## src/rtl/lcf_pkg.sv

```systemverilog
// Package for the LSTM cell update: number format, activation tables and rounding helpers.
package lcf_pkg;

  localparam int DATA_WIDTH   = 16;
  localparam int FRAC_BITS    = 12;
  localparam int ACT_SEGMENTS = 64;

  // Activation domain is [-2^ACT_H, 2^ACT_H - 1]; segments split it evenly.
  localparam int ACT_H    = (FRAC_BITS + 4 < DATA_WIDTH - 1) ? FRAC_BITS + 4 : DATA_WIDTH - 1;
  localparam int SEG_BITS = $clog2(ACT_SEGMENTS);
  localparam int T_BITS   = ACT_H + 1 - SEG_BITS;
  localparam int PROD_W   = DATA_WIDTH + T_BITS + 2;
  localparam int ACC_W    = 2 * DATA_WIDTH + 1;

  localparam int    WBITS = 30;
  localparam longint WONE = longint'(1) <<< WBITS;

  typedef logic signed [DATA_WIDTH-1:0] data_t;
  typedef logic signed [DATA_WIDTH:0]   delta_t;
  typedef logic        [SEG_BITS-1:0]   seg_t;
  typedef logic        [T_BITS-1:0]     frac_t;
  typedef logic signed [PROD_W-1:0]     prod_t;
  typedef logic signed [2*DATA_WIDTH-1:0] wide_t;
  typedef logic signed [ACC_W-1:0]      acc_t;

  typedef data_t  base_tab_t  [ACT_SEGMENTS];
  typedef delta_t delta_tab_t [ACT_SEGMENTS];

  localparam data_t ACT_HI = data_t'((longint'(1) <<< ACT_H) - 1);
  localparam data_t ACT_LO = data_t'(-(longint'(1) <<< ACT_H));
  localparam acc_t  SAT_HI = acc_t'((longint'(1) <<< (DATA_WIDTH - 1)) - 1);
  localparam acc_t  SAT_LO = acc_t'(-(longint'(1) <<< (DATA_WIDTH - 1)));
  localparam acc_t  RND    = acc_t'(longint'(1) <<< (FRAC_BITS - 1));

  // Floored quotient of two non-negative values, by shift and subtract.
  function automatic longint udiv(longint num, longint den);
    longint q;
    longint r;
    begin
      q = 0;
      r = 0;
      for (int b = 62; b >= 0; b--) begin
        r = (r <<< 1) | ((num >>> b) & longint'(1));
        if (r >= den) begin
          r = r - den;
          q = q | (longint'(1) <<< b);
        end
      end
      return q;
    end
  endfunction

  // exp(-y) in Q30 for a Q30 argument y >= 0: Taylor series on y/64, then six squarings.
  function automatic longint exp_neg(longint y30);
    longint z;
    longint term;
    longint sum;
    bit     done;
    begin
      if (y30 >= (longint'(24) <<< WBITS)) begin
        return 0;
      end
      z    = (y30 + 32) >>> 6;
      sum  = WONE;
      term = WONE;
      done = 1'b0;
      for (int n = 1; n < 40; n++) begin
        if (!done) begin
          term = udiv((term * z) >>> WBITS, longint'(n));
          if (term == 0) begin
            done = 1'b1;
          end else if (n[0]) begin
            sum = sum - term;
          end else begin
            sum = sum + term;
          end
        end
      end
      if (sum < 0) begin
        sum = 0;
      end
      if (sum > WONE) begin
        sum = WONE;
      end
      for (int k = 0; k < 6; k++) begin
        sum = (sum * sum + (WONE >>> 1)) >>> WBITS;
      end
      return sum;
    end
  endfunction

  function automatic longint q30_to_q(longint v);
    begin
      return (v + (longint'(1) <<< (WBITS - 1 - FRAC_BITS))) >>> (WBITS - FRAC_BITS);
    end
  endfunction

  // Exact function value at knot position p, rounded to the data format and saturated.
  function automatic longint knot_val(bit is_tanh, longint p);
    longint a;
    longint y30;
    longint e;
    longint r;
    longint hi;
    begin
      a   = (p < 0) ? -p : p;
      y30 = a <<< (WBITS - FRAC_BITS);
      if (is_tanh) begin
        e = exp_neg(y30 * 2);
        r = q30_to_q(udiv((WONE - e) * WONE, WONE + e));
        if (p < 0) begin
          r = -r;
        end
      end else begin
        e = exp_neg(y30);
        r = udiv(WONE * WONE, WONE + e);
        if (p < 0) begin
          r = WONE - r;
        end
        r = q30_to_q(r);
      end
      hi = (longint'(1) <<< (DATA_WIDTH - 1)) - 1;
      if (r > hi) begin
        r = hi;
      end
      if (r < -hi - 1) begin
        r = -hi - 1;
      end
      return r;
    end
  endfunction

  function automatic longint knot_pos(int k);
    begin
      return (longint'(k) <<< T_BITS) - (longint'(1) <<< ACT_H);
    end
  endfunction

  function automatic base_tab_t build_base(bit is_tanh);
    base_tab_t tab;
    begin
      for (int k = 0; k < ACT_SEGMENTS; k++) begin
        tab[k] = data_t'(knot_val(is_tanh, knot_pos(k)));
      end
      return tab;
    end
  endfunction

  function automatic delta_tab_t build_delta(bit is_tanh);
    delta_tab_t tab;
    begin
      for (int k = 0; k < ACT_SEGMENTS; k++) begin
        tab[k] = delta_t'(knot_val(is_tanh, knot_pos(k + 1)) - knot_val(is_tanh, knot_pos(k)));
      end
      return tab;
    end
  endfunction

  localparam base_tab_t  SIG_BASE   = build_base(1'b0);
  localparam delta_tab_t SIG_DELTA  = build_delta(1'b0);
  localparam base_tab_t  TANH_BASE  = build_base(1'b1);
  localparam delta_tab_t TANH_DELTA = build_delta(1'b1);

  // Round a product sum to FRAC_BITS (half up, floor shift).
  function automatic acc_t round_acc(acc_t v);
    begin
      return (v + RND) >>> FRAC_BITS;
    end
  endfunction

  function automatic data_t sat_data(acc_t v);
    begin
      if (v > SAT_HI) begin
        return data_t'(SAT_HI);
      end else if (v < SAT_LO) begin
        return data_t'(SAT_LO);
      end
      return data_t'(v);
    end
  endfunction

  function automatic logic is_clipped(acc_t v);
    begin
      return (v > SAT_HI) || (v < SAT_LO);
    end
  endfunction

endpackage

```

## src/rtl/lcf_act.sv

```systemverilog
// Three-stage piecewise-linear sigmoid or tanh: table lookup, slope multiply, add.
module lcf_act (
  input  logic          clk_i,
  input  logic          rst_ni,
  input  logic          tanh_i,
  input  logic          valid_i,
  input  lcf_pkg::data_t x_i,
  output logic          valid_o,
  output lcf_pkg::data_t y_o
);
  import lcf_pkg::*;

  data_t  x_clamp;
  logic [ACT_H:0] u_idx;
  seg_t   seg;

  data_t  base1_q, base2_q, y_q;
  delta_t delta1_q;
  frac_t  frac1_q;
  prod_t  prod2_q;
  logic   v1_q, v2_q, v3_q;

  prod_t  prod_adj;
  prod_t  quot;
  prod_t  sum_d;

  always_comb begin
    if (x_i < ACT_LO) begin
      x_clamp = ACT_LO;
    end else if (x_i > ACT_HI) begin
      x_clamp = ACT_HI;
    end else begin
      x_clamp = x_i;
    end
    // Offset by 2^ACT_H: flip the top bit of the in-range two's complement value.
    u_idx = {~x_clamp[ACT_H], x_clamp[ACT_H-1:0]};
    seg   = u_idx[ACT_H -: SEG_BITS];
  end

  // Quotient truncates toward zero, as the interpolation is defined.
  always_comb begin
    prod_adj = prod2_q + (prod2_q[PROD_W-1] ? prod_t'((1 << T_BITS) - 1) : prod_t'(0));
    quot     = prod_adj >>> T_BITS;
    sum_d    = quot + prod_t'(base2_q);
  end

  always_ff @(posedge clk_i or negedge rst_ni) begin
    if (!rst_ni) begin
      v1_q <= 1'b0;
      v2_q <= 1'b0;
      v3_q <= 1'b0;
    end else begin
      v1_q <= valid_i;
      v2_q <= v1_q;
      v3_q <= v2_q;
    end
  end

  always_ff @(posedge clk_i) begin
    base1_q  <= tanh_i ? TANH_BASE[seg] : SIG_BASE[seg];
    delta1_q <= tanh_i ? TANH_DELTA[seg] : SIG_DELTA[seg];
    frac1_q  <= u_idx[T_BITS-1:0];
    prod2_q  <= prod_t'(delta1_q * $signed({1'b0, frac1_q}));
    base2_q  <= base1_q;
    y_q      <= sum_d[DATA_WIDTH-1:0];
  end

  assign valid_o = v3_q;
  assign y_o     = y_q;

endmodule

```

## src/rtl/lcf_cell.sv

```systemverilog
// Two-stage cell update: forget and input products, then rounded sum with saturation.
module lcf_cell (
  input  logic          clk_i,
  input  logic          rst_ni,
  input  logic          valid_i,
  input  logic          keep_i,
  input  lcf_pkg::data_t gate_i_i,
  input  lcf_pkg::data_t gate_f_i,
  input  lcf_pkg::data_t gate_g_i,
  input  lcf_pkg::data_t cell_prev_i,
  output logic          valid_o,
  output lcf_pkg::data_t cell_o,
  output logic          clip_o
);
  import lcf_pkg::*;

  data_t gate_f_eff;
  wide_t prod_fc_q, prod_ig_q;
  acc_t  acc_r;
  data_t cell_q;
  logic  clip_q;
  logic  v1_q, v2_q;

  // A sequence restart drops the forget gate to zero.
  assign gate_f_eff = keep_i ? gate_f_i : '0;

  always_comb begin
    acc_r = round_acc(acc_t'(prod_fc_q) + acc_t'(prod_ig_q));
  end

  always_ff @(posedge clk_i or negedge rst_ni) begin
    if (!rst_ni) begin
      v1_q <= 1'b0;
      v2_q <= 1'b0;
    end else begin
      v1_q <= valid_i;
      v2_q <= v1_q;
    end
  end

  always_ff @(posedge clk_i) begin
    prod_fc_q <= gate_f_eff * cell_prev_i;
    prod_ig_q <= gate_i_i * gate_g_i;
    cell_q    <= sat_data(acc_r);
    clip_q    <= is_clipped(acc_r);
  end

  assign valid_o = v2_q;
  assign cell_o  = cell_q;
  assign clip_o  = clip_q;

endmodule

```

## src/rtl/lstm_cell_forward.sv

```systemverilog
// Top level of the pipelined pointwise LSTM cell update.
// Usage: one request carries the four gate pre-activations, the previous cell value and the
// keep flag, all signed Q3.12. A request is taken at every clock edge where start is high;
// busy is held low because the pipeline never stalls, so a new request can follow every
// cycle and the sustained rate is one element per clock. Each request produces exactly one
// result, shown for one cycle with done_o high. The receiver cannot hold results off, so
// it must take every cycle in which done_o is high. The pipeline is the chain of units:
// three stages for the gate activations (lookup, slope multiply, add), two for the cell
// product sum and saturation, three for tanh of the new cell, and two for the output gate
// product and its rounding. cell_saturated_o flags a clipped cell value; a clipped hidden
// value is saturated silently.
module lstm_cell_forward (
  input  logic           clk_i,
  input  logic           rst_ni,
  input  logic           start,
  output logic           busy,
  input  lcf_pkg::data_t gate_input_pre_i,
  input  lcf_pkg::data_t gate_forget_pre_i,
  input  lcf_pkg::data_t gate_output_pre_i,
  input  lcf_pkg::data_t gate_cand_pre_i,
  input  lcf_pkg::data_t cell_prev_i,
  input  logic           keep_flag_i,
  output logic           done_o,
  output lcf_pkg::data_t hidden_out_o,
  output lcf_pkg::data_t cell_out_o,
  output logic           cell_saturated_o
);
  import lcf_pkg::*;

  localparam int GO_DLY = 5;
  localparam int C_DLY  = 3;

  logic  in_valid;
  logic  vi, vf, vo, vg;
  data_t gi, gf, go, gg;

  // Side data aligned with the activation stages.
  data_t cp_q [3];
  logic  keep_q [3];

  // Output gate waits for tanh of the new cell.
  data_t go_q [GO_DLY];

  logic  vc;
  data_t cell_new;
  logic  clip_new;
  data_t c_q [C_DLY];
  logic  clip_q [C_DLY];

  logic  vt;
  data_t tc;

  wide_t prod_h_q;
  data_t c_h_q;
  logic  clip_h_q;
  logic  vh_q;

  acc_t  h_acc;
  logic  done_q;
  data_t hidden_q, cell_out_q;
  logic  sat_q;

  // Nothing downstream can push back, so requests are always welcome.
  assign busy     = 1'b0;
  assign in_valid = start;

  lcf_act u_act_i (
    .clk_i, .rst_ni, .tanh_i(1'b0), .valid_i(in_valid), .x_i(gate_input_pre_i),
    .valid_o(vi), .y_o(gi)
  );
  lcf_act u_act_f (
    .clk_i, .rst_ni, .tanh_i(1'b0), .valid_i(in_valid), .x_i(gate_forget_pre_i),
    .valid_o(vf), .y_o(gf)
  );
  lcf_act u_act_o (
    .clk_i, .rst_ni, .tanh_i(1'b0), .valid_i(in_valid), .x_i(gate_output_pre_i),
    .valid_o(vo), .y_o(go)
  );
  lcf_act u_act_g (
    .clk_i, .rst_ni, .tanh_i(1'b1), .valid_i(in_valid), .x_i(gate_cand_pre_i),
    .valid_o(vg), .y_o(gg)
  );

  always_ff @(posedge clk_i) begin
    cp_q[0]   <= cell_prev_i;
    keep_q[0] <= keep_flag_i;
    for (int k = 1; k < 3; k++) begin
      cp_q[k]   <= cp_q[k-1];
      keep_q[k] <= keep_q[k-1];
    end
    go_q[0] <= go;
    for (int k = 1; k < GO_DLY; k++) begin
      go_q[k] <= go_q[k-1];
    end
  end

  // All four gate activations finish in the same cycle.
  lcf_cell u_cell (
    .clk_i, .rst_ni,
    .valid_i(vi & vf & vo & vg),
    .keep_i(keep_q[2]),
    .gate_i_i(gi),
    .gate_f_i(gf),
    .gate_g_i(gg),
    .cell_prev_i(cp_q[2]),
    .valid_o(vc),
    .cell_o(cell_new),
    .clip_o(clip_new)
  );

  lcf_act u_act_c (
    .clk_i, .rst_ni, .tanh_i(1'b1), .valid_i(vc), .x_i(cell_new),
    .valid_o(vt), .y_o(tc)
  );

  always_ff @(posedge clk_i) begin
    c_q[0]    <= cell_new;
    clip_q[0] <= clip_new;
    for (int k = 1; k < C_DLY; k++) begin
      c_q[k]    <= c_q[k-1];
      clip_q[k] <= clip_q[k-1];
    end
  end

  // Hidden value: output gate times tanh of the saturated cell, rounded and saturated.
  always_ff @(posedge clk_i) begin
    prod_h_q <= go_q[GO_DLY-1] * tc;
    c_h_q    <= c_q[C_DLY-1];
    clip_h_q <= clip_q[C_DLY-1];
  end

  always_comb begin
    h_acc = round_acc(acc_t'(prod_h_q));
  end

  always_ff @(posedge clk_i) begin
    hidden_q   <= sat_data(h_acc);
    cell_out_q <= c_h_q;
    sat_q      <= clip_h_q;
  end

  always_ff @(posedge clk_i or negedge rst_ni) begin
    if (!rst_ni) begin
      vh_q   <= 1'b0;
      done_q <= 1'b0;
    end else begin
      vh_q   <= vt;
      done_q <= vh_q;
    end
  end

  assign done_o           = done_q;
  assign hidden_out_o     = hidden_q;
  assign cell_out_o       = cell_out_q;
  assign cell_saturated_o = sat_q;

endmodule
```

## config.mk

```make
export PLATFORM = sky130hd
export DESIGN_NAME = lstm_cell_forward
export DESIGN_NICKNAME = d
export VERILOG_FILES = /design/src/rtl/lcf_pkg.sv /design/src/rtl/lcf_act.sv /design/src/rtl/lcf_cell.sv /design/src/rtl/lstm_cell_forward.sv
export SDC_FILE = /design/constraint.sdc
export NUM_CORES = 2
export LEC_CHECK = 0
export BUFFER_PORTS_ARGS = -buffer_cell sky130_fd_sc_hd__buf_2
export CORE_ASPECT_RATIO = 0.7
export CORE_MARGIN = 1
export CORE_UTILIZATION = 50
export CTS_CLUSTER_DIAMETER = 30
export DETAILED_ROUTE_END_ITERATION = 10
export GPL_TIMING_DRIVEN = 1
export PLACE_DENSITY_LB_ADDON = 0.15
export SYNTH_ARGS = -nofsm -noshare
export SYNTH_HDL_FRONTEND = slang
export SYNTH_SLANG_ARGS = --single-unit
export TNS_END_PERCENT = 100
```

## constraint.sdc

```tcl
create_clock -name clk_i -period 7.5 [get_ports clk_i]
set_clock_uncertainty 0.15 [all_clocks]
set_input_delay 1.125 -clock clk_i [delete_from_list [all_inputs] [get_ports clk_i]]
set_output_delay 1.125 -clock clk_i [all_outputs]
set_load 0.05 [all_outputs]
```

# Word level (Yosys, flattened, before mapping)
# Memory sizes are Yosys's and may differ from the RTL's. A register that Yosys moved wholly into a read port is not among the register bits.
# Cells that the tools add are included.
# totals
ff_bits	506
ram_bits	182
mem_bits_ro	10560
inputBits	84
output_inout_bits	35
mem_count	15
# memory_table
memory	depth	width	rd	rd_ports_with_merged_regs	wr	line_no	text
(name not given)	64	17	1	1	0	lcf_act.sv:61	delta1_q <= tanh_i ? TANH_DELTA[seg] : SIG_DELTA[seg];
(name not given)	64	17	1	1	0	lcf_act.sv:61	
(name not given)	64	17	1	1	0	lcf_act.sv:61	
(name not given)	64	17	1	1	0	lcf_act.sv:61	
(name not given)	64	17	1	1	0	lcf_act.sv:61	
(name not given)	64	16	1	1	0	lcf_act.sv:60	base1_q <= tanh_i ? TANH_BASE[seg] : SIG_BASE[seg];
+9 memories	--	--	--	--	--	--	
# classes
n_addsub	13
multipliers	8
n_lt_le_gt_ge	14
mux	26
bitwise	10
reduce_logical	1
# ops
op	count
two-way mux 16 bit	17
multiplier 17 x 11 -> 28 bit	5
adder 26 bit	5
multiplier 16 x 16 -> 32 bit	3
adder 16 bit	5
> comparator 16 bit (second input constant)	5
less-than comparator 16 bit (second input constant)	5
two-way mux 10 bit	5
> comparator 21 x 16 -> 1 bit (second input constant)	2
less-than comparator 21 x 16 -> 1 bit (second input constant)	2
inverter 6 -> 7 bit	5
adder 32 x 13 -> 33 bit (second input constant)	1
adder 32 x 32 -> 33 bit	1
adder 33 x 13 -> 33 bit (second input constant)	1
inverter 1 bit	5
two-way mux 1 bit	4
logical OR 1 bit	1

# Depth between registers and ports, before layout
# depth
word_depth	6
ltp_mapped	26

# Modules after synthesis
# A second synthesis with hierarchy kept.
# hier_totals
cells_unflattened	8809
area_unflattened_um2	78755.5
# by_module_without_submodules
mod	n_inst	cells_each	area_per_inst_um2	seq_area_each_um2
lcf_act (u_act_f ...)	4	989	8056.5	1596.5
lcf_cell	1	2478	23154.7	1671.6
lstm_cell_forward	1	1387	15305.9	5114.9
lcf_act (u_act_c)	1	988	8069.0	1596.5

# Worst setup path after synthesis
# Ideal clock, no wire load.
# synth_timing
path_type	register to register
startpoint	mem keep_q[2][0] (netlist: keep_q[0][2])
endpoint	reg u_cell.prod_fc_q[30]
arrival_ps	6523
path_slack_ps	765
path_stages_with_launch	25
n_path_buf	3
path_cell_list	dfxtp_1 > clkbuf_1 > clkbuf_1 > and2_1 > clkbuf_1 > nand2_1 > fa_1 > fa_1 > fa_1 > fa_1 > inv_1 > fa_1 > inv_1 > fa_1 > inv_1 > ha_1 > a21o_1 > a21o_1 > a21oi_1 > o21ai_0 > a2111oi_4 > o31a_1 > a21oi_1 > or4_1 > nand3_1
# synth_lines
element	line_no	text
start, declared	lstm_cell_forward.sv:39	logic keep_q [3];
end signal, assigned	lcf_cell.sv:42	prod_fc_q <= gate_f_eff * cell_prev_i;
end, declared	lcf_cell.sv:18	wide_t prod_fc_q, prod_ig_q;

==> run_results.csv <==
group,metric,value,unit
run_status,status,"finished, final reports clean",
worst_setup_path,crit_type,"flip-flop to flip-flop",
timing,tightest_slew,1.068,ns
finish,nNetsFinal,8120,
timing,rsz0062_at_grt,"no",
floorplanning,start_util,50.47,%
synth,synth_cell_types,92,
worst_setup_path,crit_path_cell_trace,"buf_4 -> and2_0 -> nand2_1 -> fa_1 -> fa_1 -> inv_1 -> fa_1 -> fa_1 -> fa_1 -> inv_1 -> fa_1 -> inv_1 -> ha_1 -> nand3_1 -> or4_1 -> a41oi_1 -> a31o_2 -> nand2_1 -> a21oi_1 -> o41a_1 -> xor2_1",
global_routing,grt_pass1_vias,43481,
synth,synth.avg_cell_area,9.213,um^2
clocking,cts_sinks,676,
floorplanning,die_area,0.1222,mm^2
floorplanning,num_rows,106,
placement,dp_hpwl,102900,um
worst_setup_path,cpPeakStageDelay,0.60,ns
timing,final.min_clock_period,7.098,ns
global_routing,grt-ovfl-total,0,
synth,synth_top_cell_by_area,"fa_1",
worst_setup_path,rr_endpoint,"u_cell.prod_fc_q[31]$_DFF_P_",
timing,hold_viol_final,0,
synth,synth-seq-cells,676,
worst_setup_path,cp_common_cell,"fa_1",
placement,gp_congestion,0.9069,
worst_setup_path,rrSetupSlack,0.40,ns
flow_run,drv_cap,0,
timing,report.final.slew_viol_count,0,
clocking,cts.reportedPaths.clkPinSlew,0.06,ns
finish,drive_above_1_share,6.095,%
drt,vias_per_cell,5.227,
worst_setup_path,start_kind,"flip-flop",
clocking,cts_root_buf,"clkbuf_16",
synth,ys.flop_type,"dfxtp_1",
synth,synth_warnings,0,
synth,synth.net_count,8192,
timing,relSlewSlack,28.83,%
hold_path,hp-class,"input pin to async pin",
global_routing,grt_use_total,21.91,%
drt,routed_wl,130700,um
drt,vias,42875,
finish,syn_to_final_growth,9.157,%
worst_setup_path,cp.arrival,7.60,ns
timing,tns,0,ns
drt,wl_per_cell,15.93,um
synth,synthCells,6554,
worst_setup_path,cp_slowest_cell,"or4_1",
clocking,worstSkewPairLatency,0.73,ns
global_routing,grt_pass1_wl,219300,um
finish,utilization,55.10,%
floorplanning,ios,119,
worst_setup_path,worstPathMaxFanout,55,
global_routing,antenna_found_initial,7,
clocking,clockBufferDepth,3,
synth,synth_top_cells_by_area,"fa_1, dfxtp_1, ha_1, inv_1, and2_1",
worst_setup_path,crit_start,"keep_q[0][2]$_DFF_P_",
synth,seq_area_frac_synth,22.49,%
clocking,htree_levels,3,
clocking,postCtsSetupRepairBufs,0,
placement,numPortBuffers,117,
synth,synth_top_area_share,24.10,%
finish,layout_commonest_cell,"inv_1",
clocking,ctsHoldBuffers,0,
synth,synth_edf_count,0,
finish,fillers,10929,
clocking,cts_tree,"yes",
drt,drt-pass1-iter-count,5,
floorplanning,die_w,417.4,um
worst_setup_path,worst-endpoint-required,8.00,ns
worst_setup_path,reg2regPathDepth,21,
drt,drt-initial-drc-count,3134,
drt,drc,0,
synth,netlist_area,0.06038,mm^2
floorplanning,die_height,292.8,um
timing,setup-violations-final,0,
clocking,cts_resized,0,
timing,max_freq,0.1409,GHz
global_routing,grt_max_degree,69,
floorplanning,coreArea,0.1196,mm^2
clocking,numCtsBuffers,111,
finish,final_cell_mix,"inv_1, ha_1, fa_1, dfxtp_1, nand2_1",
timing,period_share,94.64,%
worst_setup_path,rr_startpoint,"keep_q[0][2]$_DFF_P_",
drt,final_antenna_net_count,0,
synth,async_reset_ff_share,1.479,%
worst_setup_path,end_kind,"flip-flop",
worst_setup_path,endpoint,"u_cell.prod_fc_q[31]$_DFF_P_",
[kinds of logic after synthesis]
family,Yosys count,synth area share [%]
flip-flops,676,22.49
AO/OA/AOI/OAI,898,9.474
XOR/XNOR,180,2.611
buffers and inverters,1416,8.827
multiplexers,21,0.4952
other,1,0.006210
AND/OR/NAND/NOR,1808,14.85
adder cells (fa/ha/maj),1554,41.24
[routing by layer]
metal / vias up / routed length (um) / global-route usage, %
li1: 20775 / - / -
met1: 20759 / 63680 / 32.09
met2: 1166 / 55910 / 33.14
met3: 175 / 8875 / 4.658
met4: 0 / 2207 / 4.564
met5: - / 0 / 0
[Yosys cell counts, types with 59 or more instances]
cell and n:
a21o_1 79, a21oi_1 273, and2_1 463, and3_1 121
clkbuf_1 306, dfxtp_1 666, fa_1 727, ha_1 827
inv_1 1078, nand2_1 663, nand3_1 70, nor2_1 234
nor2b_1 65, nor3_1 61, o21ai_0 211, xnor2_1 121
xor2_1 59
[flip-flops by register name, indices dropped and copies added, names as in the netlist, 16 cells and up]
| signal | count |
|---|---|
| prod_h_q | 21 |
| u_act_g.y_o | 16 |
| cp_q | 48 |
| u_cell.cell_o | 16 |
| u_cell.prod_ig_q | 32 |
| c_q | 48 |
| go_q | 65 |
| c_h_q | 16 |
| hidden_out_o | 16 |
| cell_out_o | 16 |
| u_act_c.y_o | 16 |
| u_cell.prod_fc_q | 32 |
[how the worst min path moves through the flow]
stage	start	end	slack [ns]	cells after the start
floorplan	c_q[2][0]$_DFF_P_	c_h_q[0]$_DFF_P_	0.16	0
global placement	c_q[2][10]$_DFF_P_	c_h_q[10]$_DFF_P_	0.16	0
detailed placement	c_q[2][13]$_DFF_P_	c_h_q[13]$_DFF_P_	0.16	0
CTS	rst_ni	u_act_c.valid_o$_DFF_PN0_	0.03	1
global route	rst_ni	u_act_c.v2_q$_DFF_PN0_	0.05	1
finish	rst_ni	u_act_c.v2_q$_DFF_PN0_	0.09	1
[cell type report]
cell class / count / area, um^2 / area share (%)
repair buffers: 146 / 803.3 / 1.219
inverters: 1085 / 4073 / 6.179
diodes: 3 / 7.507 / 0.01139
well taps: 1620 / 2027 / 3.075
clock buffers: 120 / 2861 / 4.341
flip-flops and latches: 676 / 13580 / 20.61
multi-input cells: 4462 / 41470 / 62.92
clock inverters: 90 / 1086 / 1.648
[stage by stage]
| step | setup slack (ns) | hold slack, ns | cells | cell area (um^2) |
|---|---|---|---|---|
| after floorplan | 0.7648 | 0.1596 | 6554 | 60380 |
| after CTS | 0.4505 | 0.03170 | 8199 | 65900 |
| after global routing | 0.05201 | 0.05014 | 8200 | 65910 |
| final | 0.4018 | 0.09202 | 8202 | 65910 |
| after detailed placement | 0.4992 | 0.1621 | 7989 | 61960 |
| after global placement | 0.5975 | 0.1610 | 7989 | 61960 |
[worst max-delay path, delay by kind of cell, from the launching register on]
| kind | cells | cell delay, ns |
|---|---|---|
| adders and majority gates | 7 | 3.22 |
| and+or+nand+nor | 5 | 1.35 |
| AOI/OAI and AO/OA | 4 | 1.00 |
| buffers and inverters | 4 | 0.60 |
| DFF | 1 | 0.57 |
| xor gates and xnor gates | 1 | 0.13 |
Power is not shown: default switching activity piles up to over one toggle a cycle in this logic, so the estimate is an artifact.
